<file path="src/design/cau_pkg.sv">
// Package for the complex arithmetic unit.
// Holds widths, operation codes, item and pipeline types, and saturation helpers.
// Depends on nothing.
package cau_pkg;

  localparam int DW  = 16;        // data word width
  localparam int FB  = 8;         // fractional bits
  localparam int PW  = 2 * DW;    // product width
  localparam int SW  = PW + 2;    // width of sums of products
  localparam int QB  = DW + 1;    // quotient and root bits
  localparam int NSTEP = QB;      // iteration stages
  localparam int RW  = PW;        // divider remainder width
  localparam int VW  = PW + 2;    // root radicand width
  localparam int SRW = QB + 4;    // root remainder width

  typedef enum logic [2:0] {
    ACT_ADD  = 3'd0,
    ACT_SUB  = 3'd1,
    ACT_MUL  = 3'd2,
    ACT_DIV  = 3'd3,
    ACT_NEG  = 3'd4,
    ACT_CONJ = 3'd5,
    ACT_MAG  = 3'd6
  } cau_act_e;

  typedef struct packed {
    logic [2:0]           action;
    logic signed [DW-1:0] a_re;
    logic signed [DW-1:0] a_im;
    logic signed [DW-1:0] b_re;
    logic signed [DW-1:0] b_im;
  } cau_in_t;

  typedef struct packed {
    logic signed [DW-1:0] res_re;
    logic signed [DW-1:0] res_im;
    logic                 overflow;
    logic                 div_zero;
  } cau_out_t;

  typedef struct packed {
    logic [DW-1:0] v;
    logic          ov;
  } sat_t;

  typedef struct packed {
    logic          valid;
    logic [2:0]    act;
    logic          dz;
    sat_t          sre;
    sat_t          sim;
    logic          neg_re;
    logic          neg_im;
    logic          big_re;
    logic          big_im;
    logic [RW-1:0] den;
    logic [RW-1:0] rre;
    logic [RW-1:0] rim;
    logic [QB-1:0] qre;
    logic [QB-1:0] qim;
    logic [QB-1:0] dre;
    logic [QB-1:0] dim;
    logic [VW-1:0] v;
    logic [SRW-1:0] sr;
    logic [QB-1:0] sq;
  } cau_iter_t;

  // clip a signed value to the word range
  function automatic sat_t sat_s(input logic signed [SW-1:0] x);
    logic signed [SW-1:0] hi;
    logic signed [SW-1:0] lo;
    sat_t r;
    hi = {{(SW-DW+1){1'b0}}, {(DW-1){1'b1}}};
    lo = {{(SW-DW+1){1'b1}}, {(DW-1){1'b0}}};
    if (x > hi) begin
      r.v = hi[DW-1:0];
      r.ov = 1'b1;
    end else if (x < lo) begin
      r.v = lo[DW-1:0];
      r.ov = 1'b1;
    end else begin
      r.v = x[DW-1:0];
      r.ov = 1'b0;
    end
    return r;
  endfunction

  // clip a sign and magnitude value; big marks a magnitude past the quotient range
  function automatic sat_t sat_m(input logic neg, input logic [QB-1:0] mag,
                                 input logic big);
    logic [QB-1:0] lim;
    sat_t r;
    lim = QB'(1) << (DW - 1);
    if (!neg) begin
      if (big || mag > lim - QB'(1)) begin
        r.v = {1'b0, {(DW-1){1'b1}}};
        r.ov = 1'b1;
      end else begin
        r.v = mag[DW-1:0];
        r.ov = 1'b0;
      end
    end else begin
      if (big || mag > lim) begin
        r.v = {1'b1, {(DW-1){1'b0}}};
        r.ov = 1'b1;
      end else begin
        r.v = DW'(0) - mag[DW-1:0];
        r.ov = 1'b0;
      end
    end
    return r;
  endfunction

endpackage

</file>
<file path="src/design/cau_iter.sv">
// One stage of the shared quotient and root pipeline.
// Takes one quotient bit for both parts and one root bit. Depends on cau_pkg.
module cau_iter (
  input  logic               clk_i,
  input  logic               rst_ni,
  input  cau_pkg::cau_iter_t s_i,
  output cau_pkg::cau_iter_t s_o
);
  import cau_pkg::*;

  cau_iter_t     s_d, s_q;
  logic [RW:0]   xre, xim;
  logic [SRW-1:0] xr, tr;

  always_comb begin
    s_d = s_i;
    // restoring divide step, real part
    xre = {s_i.rre, s_i.dre[QB-1]};
    if (xre >= {1'b0, s_i.den}) begin
      s_d.rre = RW'(xre - {1'b0, s_i.den});
      s_d.qre = {s_i.qre[QB-2:0], 1'b1};
    end else begin
      s_d.rre = xre[RW-1:0];
      s_d.qre = {s_i.qre[QB-2:0], 1'b0};
    end
    // imaginary part
    xim = {s_i.rim, s_i.dim[QB-1]};
    if (xim >= {1'b0, s_i.den}) begin
      s_d.rim = RW'(xim - {1'b0, s_i.den});
      s_d.qim = {s_i.qim[QB-2:0], 1'b1};
    end else begin
      s_d.rim = xim[RW-1:0];
      s_d.qim = {s_i.qim[QB-2:0], 1'b0};
    end
    s_d.dre = {s_i.dre[QB-2:0], 1'b0};
    s_d.dim = {s_i.dim[QB-2:0], 1'b0};
    // square root step: bring down two radicand bits
    xr = {s_i.sr[SRW-3:0], s_i.v[VW-1:VW-2]};
    tr = SRW'({s_i.sq, 2'b01});
    if (xr >= tr) begin
      s_d.sr = xr - tr;
      s_d.sq = {s_i.sq[QB-2:0], 1'b1};
    end else begin
      s_d.sr = xr;
      s_d.sq = {s_i.sq[QB-2:0], 1'b0};
    end
    s_d.v = {s_i.v[VW-3:0], 2'b00};
  end

  // only the valid bit is cleared; the data fields follow it
  always_ff @(posedge clk_i or negedge rst_ni) begin
    if (!rst_ni) begin
      s_q.valid <= 1'b0;
    end else begin
      s_q <= s_d;
    end
  end

  assign s_o = s_q;

endmodule

</file>
<file path="config.mk">
export PLATFORM = sky130hd
export DESIGN_NAME = cau_iter
export DESIGN_NICKNAME = d
export VERILOG_FILES = /design/src/design/cau_pkg.sv /design/src/design/cau_iter.sv
export SDC_FILE = /design/constraint.sdc
export NUM_CORES = 1
export LEC_CHECK = 0
export BUFFER_PORTS_ARGS = -buffer_cell sky130_fd_sc_hd__buf_2
export CORE_AREA = 2 2 216 218
export CTS_BUF_LIST = sky130_fd_sc_hd__clkbuf_16
export DETAILED_ROUTE_END_ITERATION = 12
export DIE_AREA = 0 0 218 220
export HOLD_SLACK_MARGIN = 0.06
export PLACE_DENSITY_LB_ADDON = 0.12
export SETUP_SLACK_MARGIN = 0.4
export SLEW_MARGIN = 20
export SYNTH_ARGS = -nofsm -noshare
export SYNTH_HDL_FRONTEND = slang
export SYNTH_SLANG_ARGS = --single-unit
</file>
<file path="constraint.sdc">
create_clock -name clk_i -period 0.8 [get_ports clk_i]
set_input_delay 0.2 -clock clk_i [delete_from_list [all_inputs] [get_ports clk_i]]
set_output_delay 0.2 -clock clk_i [all_outputs]
set_load 0.01 [all_outputs]
</file>
==> impl_summary.log <==
[metrics] total power draw: about 47 mW
[metrics] Critical Setup Path Class: in2reg
[metrics] clock network power share: between 30% and 40%
[metrics] hold slack: -0.197 ns
[metrics] proportion of layout cells with a drive suffix above 1: 58.3%
[metrics] sequential-to-total area share from yosys stat: between 50 and 60%
[metrics] chain of cells forming the critical path: buf_8 > clkinvlp_4 > ha_4 > a21oi_4 > o211ai_1 > buf_4 > a2111oi_4 > nand4_1 > nand3_2 > a31o_4 > buf_6 > buf_6 > inv_6 > mux2_2
[metrics] sinks on the clock net: 275
[metrics] total gr overflow: 0
[metrics] top-area cell type share of the netlist area: about three fifths
[metrics] Layout fillers: 4,100
[metrics] area fraction in compound gates after synthesis: around 15%
[metrics] Wirelength per Cell: 20.5 um
[metrics] hold violation count in the final report: 233
[metrics] Max FO, Critical Path: 5
[metrics] utilization after layout: around 52%
[metrics] # IOs: 560
[metrics] top cells by area in the synthesized netlist: edfxtp_1 (58%), ha_1 (7.4%), o21ai_0 (3.4%)
[metrics] length of the first detailed-routing pass in iterations: 7
[metrics] status: finished with violations
[metrics] post-layout net count: 2,467
[metrics] delay contributed by the slowest stage of the critical path: around 0.33 ns
[metrics] Post-DRT Antenna Nets: 0
[metrics] maximum resistive drop on vdd: between 2 and 2.5 mV
[metrics] H-tree level count: 1
[metrics] Internal: around 33 mW
[metrics] HPWL Detailed: 43,800 um
[metrics] Data required, critical path: ~1.1 ns
[metrics] Period minus WS final: approximately 2.2 ns
[metrics] initial standard-cell utilization of the core: a little under a third
[metrics] cell family with the largest share of critical-path delay: compound AO/OA/AOI/OAI gates
[metrics] leakage power: between 10 and 15 nW
[metrics] nature of the critical path endpoint: flip-flop
[metrics] antenna violations before repair: 9
[metrics] post-synthesis cell type count: 72
[metrics] Die Outline Area: roughly 48,000 sq um
[metrics] Crit path top cell by count: buf_6
[metrics] Clk Tree Root Cell: clkbuf_16
[metrics] RD Place Congestion: 0.920
[metrics] number of register bits inferred by synthesis: 275
[metrics] sw frac: just under 30%
[metrics] synthesized-area fraction occupied by and/or/nand/nor cells: 10.5%
[metrics] post-synthesis xor/xnor area fraction: under 10%
[metrics] total area of sequential cells: ~8300 sq um
[metrics] number of pins with negative max-slew slack in the final report: 0
[metrics] CTS max path bufs: 3
[metrics] combinational family with the most area after synthesis: compound AO/OA/AOI/OAI gates
[metrics] total power per unit cell area: roughly 2000 nW/um^2
[metrics] final-report setup violation count: approximately 360
[metrics] top post-synthesis cells by count: edfxtp_1 (274), nand2_1 (116), o21ai_0 (96), ha_1 (83), inv_1 (75)
[metrics] final worst-path cycle share: 280%
[metrics] vias per cell: between 4 and 5
[metrics] summed instance area of the synthesized netlist: ~14,000 sq um
[metrics] fraction of the mapped netlist area in adder cells: under 10%
[metrics] most instantiated flip-flop cell in the synthesis netlist: edfxtp_1
[metrics] Seq pwr share: 38.8%
[metrics] number of maximum-capacitance violations: 0
[metrics] port buffer count: 551
[metrics] core area: between 40,000 and 50,000 sq um
[metrics] max reg flops: ~280
[metrics] fraction of synthesized area in multiplexers: under 10%
[metrics] top-count cell post-synth: edfxtp_1
[metrics] placement row count: 79
[metrics] endpoint arrival time on the critical path: 2.56 ns
[metrics] Syn Area/Cell: ~12 sq um
[metrics] Worst Hold Class: in2async
[metrics] die width: 218 um
[metrics] Slowest cell on crit path: a2111oi_4
[metrics] total area of multi-input combinational cells: 6920 sq um
[metrics] number of buffers inserted for hold repair after clock tree synthesis: 1
[metrics] register clock-pin slew on the reported worst setup and hold paths: 0.06 ns
[metrics] Setup WS pre-CTS: -2.10 ns
[metrics] Overall Global Routing Usage: ~22%
[metrics] Startpoint Class: primary input
[metrics] TritonCTS clock tree: done
[metrics] unrepaired setup endpoints after global routing: yes
[metrics] total wire length: around 56,000 um
[metrics] fraction of power consumed by combinational cells: a little under a third
[metrics] highest attainable clock frequency: about 450 MHz
[metrics] DR vias: approximately 13,000
[metrics] maximum number of pins on one net before global-route repair: 58
[metrics] wire length of the first global-routing pass: about 79,000 um
[metrics] synthesis warning total: 0
[metrics] Post-Syn Instances: roughly 1,200
[metrics] Switch Pwr: about 14 mW
[metrics] vias in the first global route: between 10,000 and 15,000
[metrics] TritonCTS buffer count: 30
[metrics] post-synthesis async set-or-reset flop share: less than 1%
[metrics] area growth from synthesis to layout: 70.2%
[metrics] DRC violations left: 0
[metrics] number of enable flip-flop cells after synthesis: ~270
[metrics] failing checks: hold timing, setup timing
[metrics] first-iteration detailed-routing DRC count: around 580
[metrics] top cell type by total area after synthesis: edfxtp_1
[metrics] Setup WS post-layout: -1.44 ns
[metrics] Vert. Die Dim: between 200 and 250 um
[metrics] number of buffer and inverter instances along the worst setup path: 6
stage by stage:
stage	setup TNS [ns]	hold WS [ns]	instances	area, sq um
4_1_cts	-248.69	-0.266	2711	23200
3_5_place_dp	-220.39	0.312	2609	20700
3_3_place_gp	-218.82	0.312	2609	20700
5_1_grt	-262.04	-0.229	2734	23900
2_1_floorplan	-131.41	-0.0956	1178	14900
6_report	-244.46	-0.197	2734	23900
placed cells by master, fill, tap and decap left out, types with 9 or more instances in the layout:
master and instances:
buf_2 508, a21oi_2 13, o21ai_1 18, nor2_1 43, nand2b_1 14, xor2_1 29, ha_1 40, nand2_2 17
inv_1 54, nor2b_1 10, ha_4 42, clkbuf_16 38, a21oi_1 45, a21o_1 35, buf_16 14, edfxtp_1 274
nand2_1 79, buf_8 11, a211o_1 9, o21ai_2 50, a31oi_1 11, nand3_1 19, nand2_4 21, buf_4 305
o21a_1 12, buf_6 66, buf_12 17, inv_2 12, nor3_1 16, nand4_1 14, o21ai_0 32, xnor2_1 31
final timing paths:
path                          start                 end  slack, ns  cells after the start
setup / recovery           s_i[215]  s_o[190]$_DFFE_PP_      -1.44                     14
max in group asynchronous    rst_ni  s_o[278]$_DFF_PN0_       0.89                      3
hold / removal               rst_ni  s_o[278]$_DFF_PN0_      -0.20                      3
min in group clk_i         s_i[136]  s_o[137]$_DFFE_PP_      -0.20                      1
tightest hold or removal path, cell delays in order:
cell and delay [ns]:
buf_12 0.14, buf_12 0.17, buf_4 0.16
logic make-up (layout without fill, tap and decap cells):
logic type	Yosys count	in the layout
simple gates	302	302
mux	15	15
flops	275	275
xor+xnor	62	62
other cells	1	6
buf+inv	115	1062
compound gates	320	320
fa+ha+maj	85	85
final cells by class:
class,count,share of cell area (%)
inverters,77,1.44
well taps,607,3.17
clock buffers,31,3.24
repair buffers,929,27.8
flip-flops and latches,275,34.5
multi-input cells,788,28.9
clock inverters,25,0.993
diodes,2,0.0209
per-layer routing:
| metal | global-route usage (%) | vias up | part of all wire (%) | wire [um] |
|---|---|---|---|---|
| met1 | 26.4 | 6291 | 40 | 22500 |
| li1 | - | 6285 | - | - |
| met5 | 0 | - | 0.16 | 92 |
| met4 | 7.48 | 14 | 3.3 | 1860 |
| met3 | 4.58 | 87 | 6.2 | 3450 |
| met2 | 38.3 | 391 | 50 | 28100 |
power groups by stage:
stage / sequential [mW] / clock [mW] / combinational, mW
2_1_floorplan: 19.3 / 0 / 4.84
3_3_place_gp: 18.4 / 0 / 11.6
3_5_place_dp: 18.4 / 0 / 11.6
4_1_cts: 18.2 / 14.7 / 13.5
5_1_grt: 18.3 / 15.1 / 15.5
6_report: 18.2 / 14.3 / 14.4
timing repair:
action | 4_1_cts | 5_1_grt
gates resized for setup | 237 | 130
hold endpoints to repair | 272 | 264
pin swaps | 59 | 31
buffers inserted | 34 | 14
setup endpoints to repair | 389 | 479
gates cloned | 11 | 7
(Power assumes the default switching activity.)
