<file path="config.mk">
export PLATFORM = sky130hd
export DESIGN_NAME = cau_back
export DESIGN_NICKNAME = d
export VERILOG_FILES = /design/src/design/cau_pkg.sv /design/src/design/cau_back.sv
export SDC_FILE = /design/constraint.sdc
export NUM_CORES = 1
export LEC_CHECK = 0
export BUFFER_PORTS_ARGS = -buffer_cell sky130_fd_sc_hd__buf_4
export CELL_PAD_IN_SITES_DETAIL_PLACEMENT = 0
export CELL_PAD_IN_SITES_GLOBAL_PLACEMENT = 1
export CORE_MARGIN = 10
export CORE_UTILIZATION = 20
export CTS_CLUSTER_SIZE = 14
export DETAILED_ROUTE_END_ITERATION = 8
export PLACE_DENSITY = 0.86
export REMOVE_ABC_BUFFERS = 1
export SLEW_MARGIN = 20
export SYNTH_ARGS = -nofsm -noshare
export SYNTH_HDL_FRONTEND = slang
export SYNTH_SLANG_ARGS = --single-unit
</file>
<file path="constraint.sdc">
create_clock -name clk_i -period 0.8 [get_ports clk_i]
set_input_delay 0.16 -clock clk_i [delete_from_list [all_inputs] [get_ports clk_i]]
set_output_delay 0.16 -clock clk_i [all_outputs]
set_load 0.05 [all_outputs]
</file>
<file path="src/design/cau_pkg.sv">
// Package for the complex arithmetic unit.
// Holds widths, operation codes, item and pipeline types, and saturation helpers.
// Depends on nothing.
package cau_pkg;

  localparam int DW  = 16;        // data word width
  localparam int FB  = 8;         // fractional bits
  localparam int PW  = 2 * DW;    // product width
  localparam int SW  = PW + 2;    // width of sums of products
  localparam int QB  = DW + 1;    // quotient and root bits
  localparam int NSTEP = QB;      // iteration stages
  localparam int RW  = PW;        // divider remainder width
  localparam int VW  = PW + 2;    // root radicand width
  localparam int SRW = QB + 4;    // root remainder width

  typedef enum logic [2:0] {
    ACT_ADD  = 3'd0,
    ACT_SUB  = 3'd1,
    ACT_MUL  = 3'd2,
    ACT_DIV  = 3'd3,
    ACT_NEG  = 3'd4,
    ACT_CONJ = 3'd5,
    ACT_MAG  = 3'd6
  } cau_act_e;

  typedef struct packed {
    logic [2:0]           action;
    logic signed [DW-1:0] a_re;
    logic signed [DW-1:0] a_im;
    logic signed [DW-1:0] b_re;
    logic signed [DW-1:0] b_im;
  } cau_in_t;

  typedef struct packed {
    logic signed [DW-1:0] res_re;
    logic signed [DW-1:0] res_im;
    logic                 overflow;
    logic                 div_zero;
  } cau_out_t;

  typedef struct packed {
    logic [DW-1:0] v;
    logic          ov;
  } sat_t;

  typedef struct packed {
    logic          valid;
    logic [2:0]    act;
    logic          dz;
    sat_t          sre;
    sat_t          sim;
    logic          neg_re;
    logic          neg_im;
    logic          big_re;
    logic          big_im;
    logic [RW-1:0] den;
    logic [RW-1:0] rre;
    logic [RW-1:0] rim;
    logic [QB-1:0] qre;
    logic [QB-1:0] qim;
    logic [QB-1:0] dre;
    logic [QB-1:0] dim;
    logic [VW-1:0] v;
    logic [SRW-1:0] sr;
    logic [QB-1:0] sq;
  } cau_iter_t;

  // clip a signed value to the word range
  function automatic sat_t sat_s(input logic signed [SW-1:0] x);
    logic signed [SW-1:0] hi;
    logic signed [SW-1:0] lo;
    sat_t r;
    hi = {{(SW-DW+1){1'b0}}, {(DW-1){1'b1}}};
    lo = {{(SW-DW+1){1'b1}}, {(DW-1){1'b0}}};
    if (x > hi) begin
      r.v = hi[DW-1:0];
      r.ov = 1'b1;
    end else if (x < lo) begin
      r.v = lo[DW-1:0];
      r.ov = 1'b1;
    end else begin
      r.v = x[DW-1:0];
      r.ov = 1'b0;
    end
    return r;
  endfunction

  // clip a sign and magnitude value; big marks a magnitude past the quotient range
  function automatic sat_t sat_m(input logic neg, input logic [QB-1:0] mag,
                                 input logic big);
    logic [QB-1:0] lim;
    sat_t r;
    lim = QB'(1) << (DW - 1);
    if (!neg) begin
      if (big || mag > lim - QB'(1)) begin
        r.v = {1'b0, {(DW-1){1'b1}}};
        r.ov = 1'b1;
      end else begin
        r.v = mag[DW-1:0];
        r.ov = 1'b0;
      end
    end else begin
      if (big || mag > lim) begin
        r.v = {1'b1, {(DW-1){1'b0}}};
        r.ov = 1'b1;
      end else begin
        r.v = DW'(0) - mag[DW-1:0];
        r.ov = 1'b0;
      end
    end
    return r;
  endfunction

endpackage

</file>
<file path="src/design/cau_back.sv">
// Output stage of the complex arithmetic unit: result selection and clipping.
// Depends on cau_pkg.
module cau_back (
  input  logic               clk_i,
  input  logic               rst_ni,
  input  cau_pkg::cau_iter_t s_i,
  output logic               valid_o,
  output cau_pkg::cau_out_t  res_o
);
  import cau_pkg::*;

  logic     valid_q;
  cau_out_t res_q, res_d;
  sat_t     dre, dim, mg;

  always_comb begin
    dre = sat_m(s_i.neg_re, s_i.qre, s_i.big_re);
    dim = sat_m(s_i.neg_im, s_i.qim, s_i.big_im);
    mg  = sat_m(1'b0, s_i.sq, 1'b0);
    res_d = '0;
    case (cau_act_e'(s_i.act))
      ACT_DIV: begin
        if (s_i.dz) begin
          res_d.div_zero = 1'b1;
        end else begin
          res_d.res_re   = dre.v;
          res_d.res_im   = dim.v;
          res_d.overflow = dre.ov | dim.ov;
        end
      end
      ACT_MAG: begin
        res_d.res_re   = mg.v;
        res_d.overflow = mg.ov;
      end
      ACT_ADD, ACT_SUB, ACT_MUL, ACT_NEG, ACT_CONJ: begin
        res_d.res_re   = s_i.sre.v;
        res_d.res_im   = s_i.sim.v;
        res_d.overflow = s_i.sre.ov | s_i.sim.ov;
      end
      default: res_d = '0;
    endcase
  end

  always_ff @(posedge clk_i or negedge rst_ni) begin
    if (!rst_ni) begin
      valid_q <= 1'b0;
    end else begin
      valid_q <= s_i.valid;
    end
  end

  always_ff @(posedge clk_i) begin
    res_q <= res_d;
  end

  assign valid_o = valid_q;
  assign res_o   = res_q;

endmodule

</file>
==> results of run 1 <==
## through the flow
step | power (mW) | instances | util [%] | hold WS [ns]
after floorplan | 3.02 | 308 | - | -0.136
after global placement | 4.32 | 712 | 36.6 | -0.0651
after detailed placement | 4.35 | 712 | 36.6 | -0.0642
after CTS | 6.76 | 728 | 42.8 | 0.0657
after global routing | 7.16 | 734 | 44.9 | 0.0821
final | 6.84 | 734 | 44.9 | 0.0719
## layer usage
metal | GRT usage, % | vias up | share of wire [%]
met1 | 15.3 | 1714 | 41
met2 | 23.6 | 157 | 50
met3 | 4.23 | 22 | 7.4
met4 | 3.30 | 0 | 1.7
met5 | 0 | - | 0
li1 | - | 1740 | -
## worst max-delay path, cell delays in order
cell and delay (ns):
buf_6 0.09, or4_4 0.58, buf_6 0.15, nor4_4 0.22, a211oi_2 0.15, nand2b_4 0.23
o31ai_1 0.29
## power by group through the flow
stage	Clock (mW)	Combinational, mW	Sequential (mW)
final	1.95	2.85	2.04
after floorplan	0	0.506	2.51
after CTS	2.03	2.69	2.04
after detailed placement	0	2.36	1.99
after global placement	0	2.32	1.99
after global routing	2.09	3.02	2.05
## area by class of cell
cell class	instances	area (µm²)	area share, %
clock buffers	5	125	2.29
flip-flops and latches	35	748	13.7
well taps	168	210	3.85
clock inverters	3	20.0	0.367
repair buffers	249	2280	41.8
multi-input cells	263	2030	37.2
inverters	11	41.3	0.757
## flip-flops by register name, summed over array words and instances, names as in the netlist
signal / count
res_o: 34
valid_o: 1
## layout by cell type (no fill, tap or decap), types with 4 or more instances in the layout
cell type  instances
a211oi_2           4
a21oi_1           31
a32o_1             8
and3_1             4
buf_4            186
buf_6             20
buf_8             37
clkbuf_16          6
dfxtp_2           34
inv_1              8
nand2_1           22
nand2_2            4
nand2b_1          14
nand2b_4           4
nand3_1            6
nand4_1            8
nor2_1            18
nor3_1             8
nor4_4             4
o211ai_1          16
o21ai_0            4
o21ai_1            5
o21ai_2            6
o31ai_1            9
o31ai_2            5
xnor2_1            5
## worst paths after layout
kind | slack (ns) | to | from
max in group asynchronous | 0.52 | valid_o | rst_ni
worst max-delay path | -0.90 | res_o[23] | s_i[128]
min in group asynchronous | 0.19 | valid_o | rst_ni
worst min-delay path | 0.07 | res_o[3] | s_i[242]
## cell families after synthesis
kind of cell / count (synthesis)
compound gates: 120
xor+xnor: 5
fa+ha+maj: 4
buf+inv: 30
flops: 35
simple gates: 133
## repair_timing
item,4_1_cts,5_1_grt
hold buffers,2,0
endpoints found under the setup margin,69,69
pin swaps,27,30
gates cloned,1,2
gates resized for setup,162,42
setup buffers,5,4
hold endpoints to repair,2,0
==> metrics.txt, run 1 <==
post-synth top area cell=dfxtp_1; Final WS setup=-0.904 ns; Post-Synth Adder-Cell Area=1.99%; GRT Util Overall=13.4%; Clock power frac=28.6%; DRC violations left=0; cell internal pwr=4.49 mW; I/O Buffers=130; fmax=587 MHz; first-pass GRT wire length=19500 µm; Syn Inst Count=327; detailed-route via count=3633; synth warn=0; fillcell total=1135; Switching Fraction=34.3%; CTS tree=built; simple-gate share of the synthesized area=30.7%; number of synthesized flops with an enable pin=0; GPL Wtd Cong=0.929; ys flop type=dfxtp_1; Synth Area in XOR/XNOR=1.74%; fin. max-slew vios=0; largest net degree at the start of global routing=19; slew margin rel.=63.6%; worst hold path type=in -> reg; synth top area cells=dfxtp_1, a21oi_1, o211ai_1, o31ai_1, nand2_1; DR WL/cell=17.7 µm; violated checks=setup timing; portion of netlist area occupied by mux cells=0%; Final nets=850; Psw=2.34 mW; max cap viols=0; pwr dens=1250 nW/µm²; Seq/Total Area, Yosys=28.0%; Synth top area share=27.0%; antenna violations before repair=0; combinational share of power=41.6%; Total Neg Setup Slack=-26.07 ns; CTS buffer count=5; crit-path max FO=7; Root Driver=clkbuf_16; cell area after placement=4450 µm²; most frequent cell after synthesis=dfxtp_1; Peak supply drop=0.856 mV; Starting Density=20.7%; hold-critical path depth=3; status=finished, violations left; Reg power frac=29.8%; Post-Route WL=13000 µm; Setup-failing EPs final=68; Synth Area in Compound Gates=32.6%; Post-synth ARST share=2.86%; Post-Syn Area=2520 µm²; final worst path period need=1.70 ns; Mean Syn Cell Area=7.71 µm²; pre-CTS WS=-1.29 ns; Via density=4.95; synth unique cells=54; drt pass-1 iters=5; Max clock buf depth=2; row cnt=40; io pins=316; clk slew on worst S/H paths=0.07 ns; global route overflow=0; clk sinks=35; CTS H-tree depth=2; Lkg Pwr=2.34 nW; critical path class=in -> reg; fin area=5460 µm²; Final Hold Vio Count=0; period utilisation layout=213%; Least-Margin Pin Slew=0.532 ns; Placeable Area=12200 µm²; ANT cells=0; Initial DRC Count=306; Die X=132 µm; Die Span Y=132 µm; DIE AREA=17500 µm²; layout cell share with drive strength beyond 1=61.7%; CP Launch Type=primary input; post-synthesis register bit count=35; RSZ-0062 raised after global routing=yes; Post-synth top cells=dfxtp_1, a21oi_1, nand2_1, nor2_1, clkbuf_1; dpl hpwl=9800 µm; CP endpoint kind=register; Layout area overhead=116%; post-route ant nets=0; vias in the first global route=3812; largest family of logic cells by synthesized area=compound AO/OA/AOI/OAI gates; Data required, critical path=0.98 ns; WP data arrival=1.88 ns
(Power assumes the default switching activity.)
==> inputs of run 2 (changes only) <==
--- a/config.mk
+++ b/config.mk
@@ -9,9 +9,9 @@
 export CELL_PAD_IN_SITES_DETAIL_PLACEMENT = 0
 export CELL_PAD_IN_SITES_GLOBAL_PLACEMENT = 1
-export CORE_MARGIN = 10
-export CORE_UTILIZATION = 20
+export CORE_AREA = 2 2 123 125
 export CTS_CLUSTER_SIZE = 14
 export DETAILED_ROUTE_END_ITERATION = 8
-export PLACE_DENSITY = 0.86
+export DIE_AREA = 0 0 125 127
+export PLACE_DENSITY = 0.76
 export REMOVE_ABC_BUFFERS = 1
 export SLEW_MARGIN = 20
==> constraint.sdc (replaced) <==
create_clock -name clk_i -period 0.8 [get_ports clk_i]
set_input_delay 0.04 -clock clk_i [delete_from_list [all_inputs] [get_ports clk_i]]
set_output_delay 0.04 -clock clk_i [all_outputs]
set_load 0.05 [all_outputs]
==> run 2 against run 1 <==
  * The flow finishes with violations (hold timing, setup timing)
  * Flip-flop and latch count is the same
  * Global-route usage grew 1.2 points
  * Via count shrank 1.2%
  * Final area grew 3.1%
  * Routed wire length shrank 6.0%
  * Critical endpoint is now res_o[33]
  * Largest power group unchanged
==> metrics.txt, run 2 (synthesized netlist as in run 1, its figures left out) <==
critical path class=in -> reg; commonest non-fill, non-tap cell in the layout=buf_4; pwr dens=1220 nW/µm² (-2.5%); layout cell share with drive strength beyond 1=60.4% (-1.2 points); CP Launch Type=primary input; Initial DRC Count=200 (-35%); largest net degree at the start of global routing=22 (+3); CTS H-tree depth=2 (unchanged); GPL Wtd Cong=0.917 (-1.3%); worst hold path type=in -> reg; Via density=4.69 (-5.2%); Placeable Area=14400 µm² (+19%); final worst path period need=1.50 ns (-0.202 ns); drt pass-1 iters=4 (-1); clk sinks=35 (unchanged); fin area=5630 µm² (+3.1%); Setup-failing EPs final=49 (-28%); CTS buffer count=5 (unchanged); max reg flops=34 (unchanged); Final Hold Vio Count=1 (+1); fmax=666 MHz (+13%); Data required, critical path=0.97 ns (about the same); Lkg Pwr=2.38 nW (+1.8%); Die X=125 µm (-5.5%); hold slack=-0.00667 ns (-0.0786 ns); period utilisation layout=188% (-25 points); io pins=316 (unchanged); CTS tree=built; Least-Margin Pin Slew=0.479 ns (-0.0526 ns); Final WS setup=-0.702 ns (+0.202 ns); vias in the first global route=3704 (-2.8%); most frequent cells in the layout=buf_4, buf_6, dfxtp_2, buf_8, a21oi_1; DR WL/cell=16.0 µm (-9.8%); max cap viols=0 (unchanged); clk slew on worst S/H paths=0.06 ns (about the same); fin. max-slew vios=0 (unchanged); antenna violations before repair=0 (unchanged); WP data arrival=1.68 ns (-0.20 ns); slew margin rel.=67.2% (+3.6 points); Final nets=865 (+1.8%); Max clock buf depth=2 (unchanged); dpl hpwl=9380 µm (-4.3%); first-pass GRT wire length=18900 µm (-3.1%); I/O Buffers=130 (unchanged); Starting Density=17.5% (-3.3 points); RSZ-0062 raised after global routing=yes; Layout area overhead=123%; GRT Util Overall=14.6% (+1.2 points); row cnt=44 (+10%); DIE AREA=15900 µm² (-9.3%); Post-Route WL=12200 µm (-6.0%); detailed-route via count=3590 (-1.2%); Root Driver=clkbuf_16; status=finished, violations left; Die Span Y=127 µm (-4.0%); global route overflow=0 (unchanged); Total Power=6.87 mW (+0.57%); cell area after placement=4400 µm² (-0.93%); ANT cells=0 (unchanged); Peak supply drop=0.787 mV (-8.0%); CP endpoint kind=register; violated checks=hold timing, setup timing; DRC violations left=0 (unchanged); crit-path max FO=3 (-4); post-route ant nets=0 (unchanged)
==> run 2: cell types whose count changed in the layout (fill, tap and decap cells not counted), moves of 3 or more <==
cell	delta
buf_6	+16
a21oi_1	-4
o31ai_4	+3
o21ai_0	-3
a21oi_2	+5
buf_4	-8
dlygate4sd3_1	+18
buf_8	-8
o21ai_1	+4
==> run 2: metal layers <==
layer	wire [µm]	track usage [%]	part of all wire [%]	vias up
met5	0	0	0	-
met4	180	3.92	1.5	0
met3	760	3.27	6.2	17
met2	6340	26.9	52	131
met1	4930	17.1	40	1684
li1	-	-	-	1758
==> run 2: final cells by class <==
cell class	count	area [µm²]
repair buffers	264	2400
clock inverters	2	12.5
well taps	184	230
inverters	11	42.5
fillers	1450	8790
clock buffers	6	129
multi-input cells	263	2070
flip-flops and latches	35	747
==> run 2: worst paths after layout <==
check / cells past startpoint / end / slack (ns) / start
max: 8 / res_o[33] / -0.70 / s_i[127]
min: 3 / res_o[4] / -0.007 / s_i[243]
max in group asynchronous: 2 / valid_o / 0.64 / rst_ni
min in group asynchronous: 2 / valid_o / 0.08 / rst_ni
==> run 2: report_power, final <==
group	switching, mW	internal [mW]	leakage, nW
Clock	0.804	1.15	0.0669
Combinational	1.44	1.44	2.01
Sequential	0.110	1.93	0.302
==> run 2: stage by stage <==
step / setup TNS (ns) / setup WS [ns] / instances / utilization, %
detailed placement: -31.70 / -1.16 / 722 / 30.5
CTS: -18.25 / -0.784 / 757 / 37.3
finish: -17.11 / -0.702 / 765 / 39.0
global placement: -31.21 / -1.09 / 722 / 30.5
floorplan: -26.64 / -1.13 / 308 / -
global route: -19.36 / -0.794 / 765 / 39.0
==> run 2: critical path, cell delays in order <==
cell and delay, ns:
buf_6 0.09, or4_4 0.57, buf_6 0.15, nor4_4 0.17
buf_4 0.19, and3_1 0.15, o21ai_1 0.06, a32o_1 0.25
==> run 2: timing repair <==
item                                    4_1_cts  5_1_grt
resized for setup                           164       45
pin swaps                                    49       34
hold buffers                                 19        1
endpoints found under the setup margin       69       66
gates cloned                                  1        0
setup buffers                                 7        7
endpoints found under the hold margin        19        2
==> inputs of run 3 (changes only) <==
PLACE_DENSITY = 0.82   (was 0.76)
==> run 3 against run 2 <==
  * The flow still finishes with violations (hold timing, setup timing)
  * Non-clock buffer count increased by 17
  * Final area is 2.4% higher
  * Sequential power hardly changed
  * Global-route usage grew 0.52 points
  * Critical path type unchanged
  * Die area is the same
==> metrics.txt, run 3 (synthesized netlist as in run 1, its figures left out) <==
status=finished, violations left; violated checks=hold timing, setup timing; Total Neg Setup Slack=-17.52 ns (-0.414 ns); cell internal pwr=4.58 mW (+1.3%); CTS H-tree depth=2 (unchanged); Final WS setup=-0.743 ns (-0.0416 ns); first-pass GRT wire length=19400 µm (+2.7%); dpl hpwl=9320 µm (-0.62%); Placed Cells incl. Taps=730 (+1.1%); slew margin rel.=63.5% (-3.7 points); CTS buffer count=5 (unchanged); fillcell total=1401 (-3.4%); Final nets=882 (+2.0%); GPL Wtd Cong=0.884 (-3.6%); pwr dens=1200 nW/µm² (-1.8%); DR WL/cell=16.5 µm (+3.3%); Reg power frac=29.4% (-0.3 points); Switching Fraction=33.8% (-0.47 points); Data required, critical path=0.98 ns (about the same); Placeable Area=14400 µm² (unchanged); RSZ-0062 raised after global routing=yes; global route overflow=0 (unchanged); Psw=2.33 mW (-0.80%); crit-path max FO=7 (+4); Post-Route WL=12900 µm (+5.6%); Max clock buf depth=2 (unchanged); layout cell share with drive strength beyond 1=61.5% (+1.1 points); hold-critical path depth=3 (unchanged); Die Span Y=127 µm (unchanged); Peak supply drop=0.649 mV (-18%); fmax=648 MHz (-2.7%); vias in the first global route=3890 (+5.0%); worst hold path type=in -> reg; Least-Margin Pin Slew=0.534 ns (+0.0546 ns); GRT Util Overall=15.1% (+0.52 points); fin area=5770 µm² (+2.4%); cell area after placement=4480 µm² (+1.6%); Initial DRC Count=176 (-12%); hold path startpoint=s_i[243]; max reg flops=34 (unchanged); clk slew on worst S/H paths=0.06 ns (about the same); fin util=40.0% (+0.95 points); Die X=125 µm (unchanged); Setup-failing EPs final=45 (-8.2%); Via density=4.80 (+2.3%); I/O Buffers=130 (unchanged); CTS tree=built; WP data arrival=1.73 ns (+0.05 ns); Final Hold Vio Count=3 (+2); Starting Density=17.5% (unchanged); post-route ant nets=0 (unchanged); Layout area overhead=129%; DIE AREA=15900 µm² (unchanged); period utilisation layout=193% (+5.2 points); detailed-route via count=3755 (+4.6%); hold slack=-0.00956 ns (-0.00288 ns); Final Non-Filler Cells=782 (+2.2%); final worst path period need=1.54 ns (+0.0416 ns); clk sinks=35 (unchanged); io pins=316 (unchanged); Lkg Pwr=2.45 nW (+2.9%); DRC violations left=0 (unchanged); ANT cells=0 (unchanged); antenna violations before repair=0 (unchanged); drt pass-1 iters=4 (unchanged); CP Launch Type=primary input; Root Driver=clkbuf_16; Clock power frac=27.6% (-0.8 points); row cnt=44 (unchanged); most frequent cells in the layout=buf_4, buf_6, dfxtp_2, a21oi_1, buf_8; max cap viols=0 (unchanged); Hold EP=res_o[4]; largest net degree at the start of global routing=18 (-18%); combinational share of power=42.9% (+1.0 points); CP endpoint kind=register; fin. max-slew vios=0 (unchanged); critical path class=in -> reg; commonest non-fill, non-tap cell in the layout=buf_4
[run 3: worst max-delay path by stage]
stage / start / endpoint / slack (ns) / cells after the start
floorplan: s_i[277] / res_o[21] / -1.13 / 5
global placement: s_i[128] / res_o[29] / -1.11 / 6
detailed placement: s_i[128] / res_o[23] / -1.16 / 7
CTS: s_i[128] / res_o[32] / -0.71 / 7
global route: s_i[128] / res_o[23] / -0.83 / 7
finish: s_i[128] / res_o[28] / -0.74 / 7
[run 3: what timing repair did]
item	CTS	global route
hold buffers	22	0
endpoints found under the setup margin	68	67
gates cloned	2	0
setup buffers	12	12
resized for setup	169	49
endpoints found under the hold margin	24	0
pin swaps	46	32
[run 3: cell type report]
class	instances	area, µm²	area share, %
Timing Repair Buffer	281	2560	44.4
Multi-Input combinational cell	263	2050	35.5
Sequential cell	35	748	13.0
Tap cell	184	230	3.99
Clock buffer	7	133	2.30
Inverter	11	41.3	0.716
Clock inverter	1	5.00	0.0868
[run 3: worst max-delay path, stage by stage]
cell	delay [ns]
buf_6	0.09
or4_4	0.57
buf_6	0.15
nor4_4	0.21
a211oi_2	0.17
nand2b_4	0.23
o31ai_1	0.27
[run 3: power by group through the flow]
| stage | Sequential (mW) | Combinational, mW | Clock (mW) |
|---|---|---|---|
| floorplan | 2.51 | 0.506 | 0 |
| global placement | 2.00 | 2.34 | 0 |
| detailed placement | 2.00 | 2.37 | 0 |
| CTS | 2.03 | 2.80 | 1.97 |
| global route | 2.05 | 3.12 | 2.01 |
| finish | 2.04 | 2.97 | 1.91 |
[run 3: per-stage QoR]
| stage | setup WS [ns] | total power [mW] |
|---|---|---|
| 2_1_floorplan | -1.13 | 3.02 |
| 3_3_place_gp | -1.11 | 4.34 |
| 3_5_place_dp | -1.16 | 4.36 |
| 4_1_cts | -0.710 | 6.80 |
| 5_1_grt | -0.827 | 7.19 |
| 6_report | -0.743 | 6.92 |
[run 3: layer usage]
metal | GRT usage [%] | routed length (µm) | up-vias
li1 | - | - | 1796
met4 | 3.79 | 238 | 0
met2 | 27.9 | 6560 | 167
met3 | 3.22 | 881 | 24
met1 | 17.8 | 5200 | 1768
met5 | 0 | 0 | -
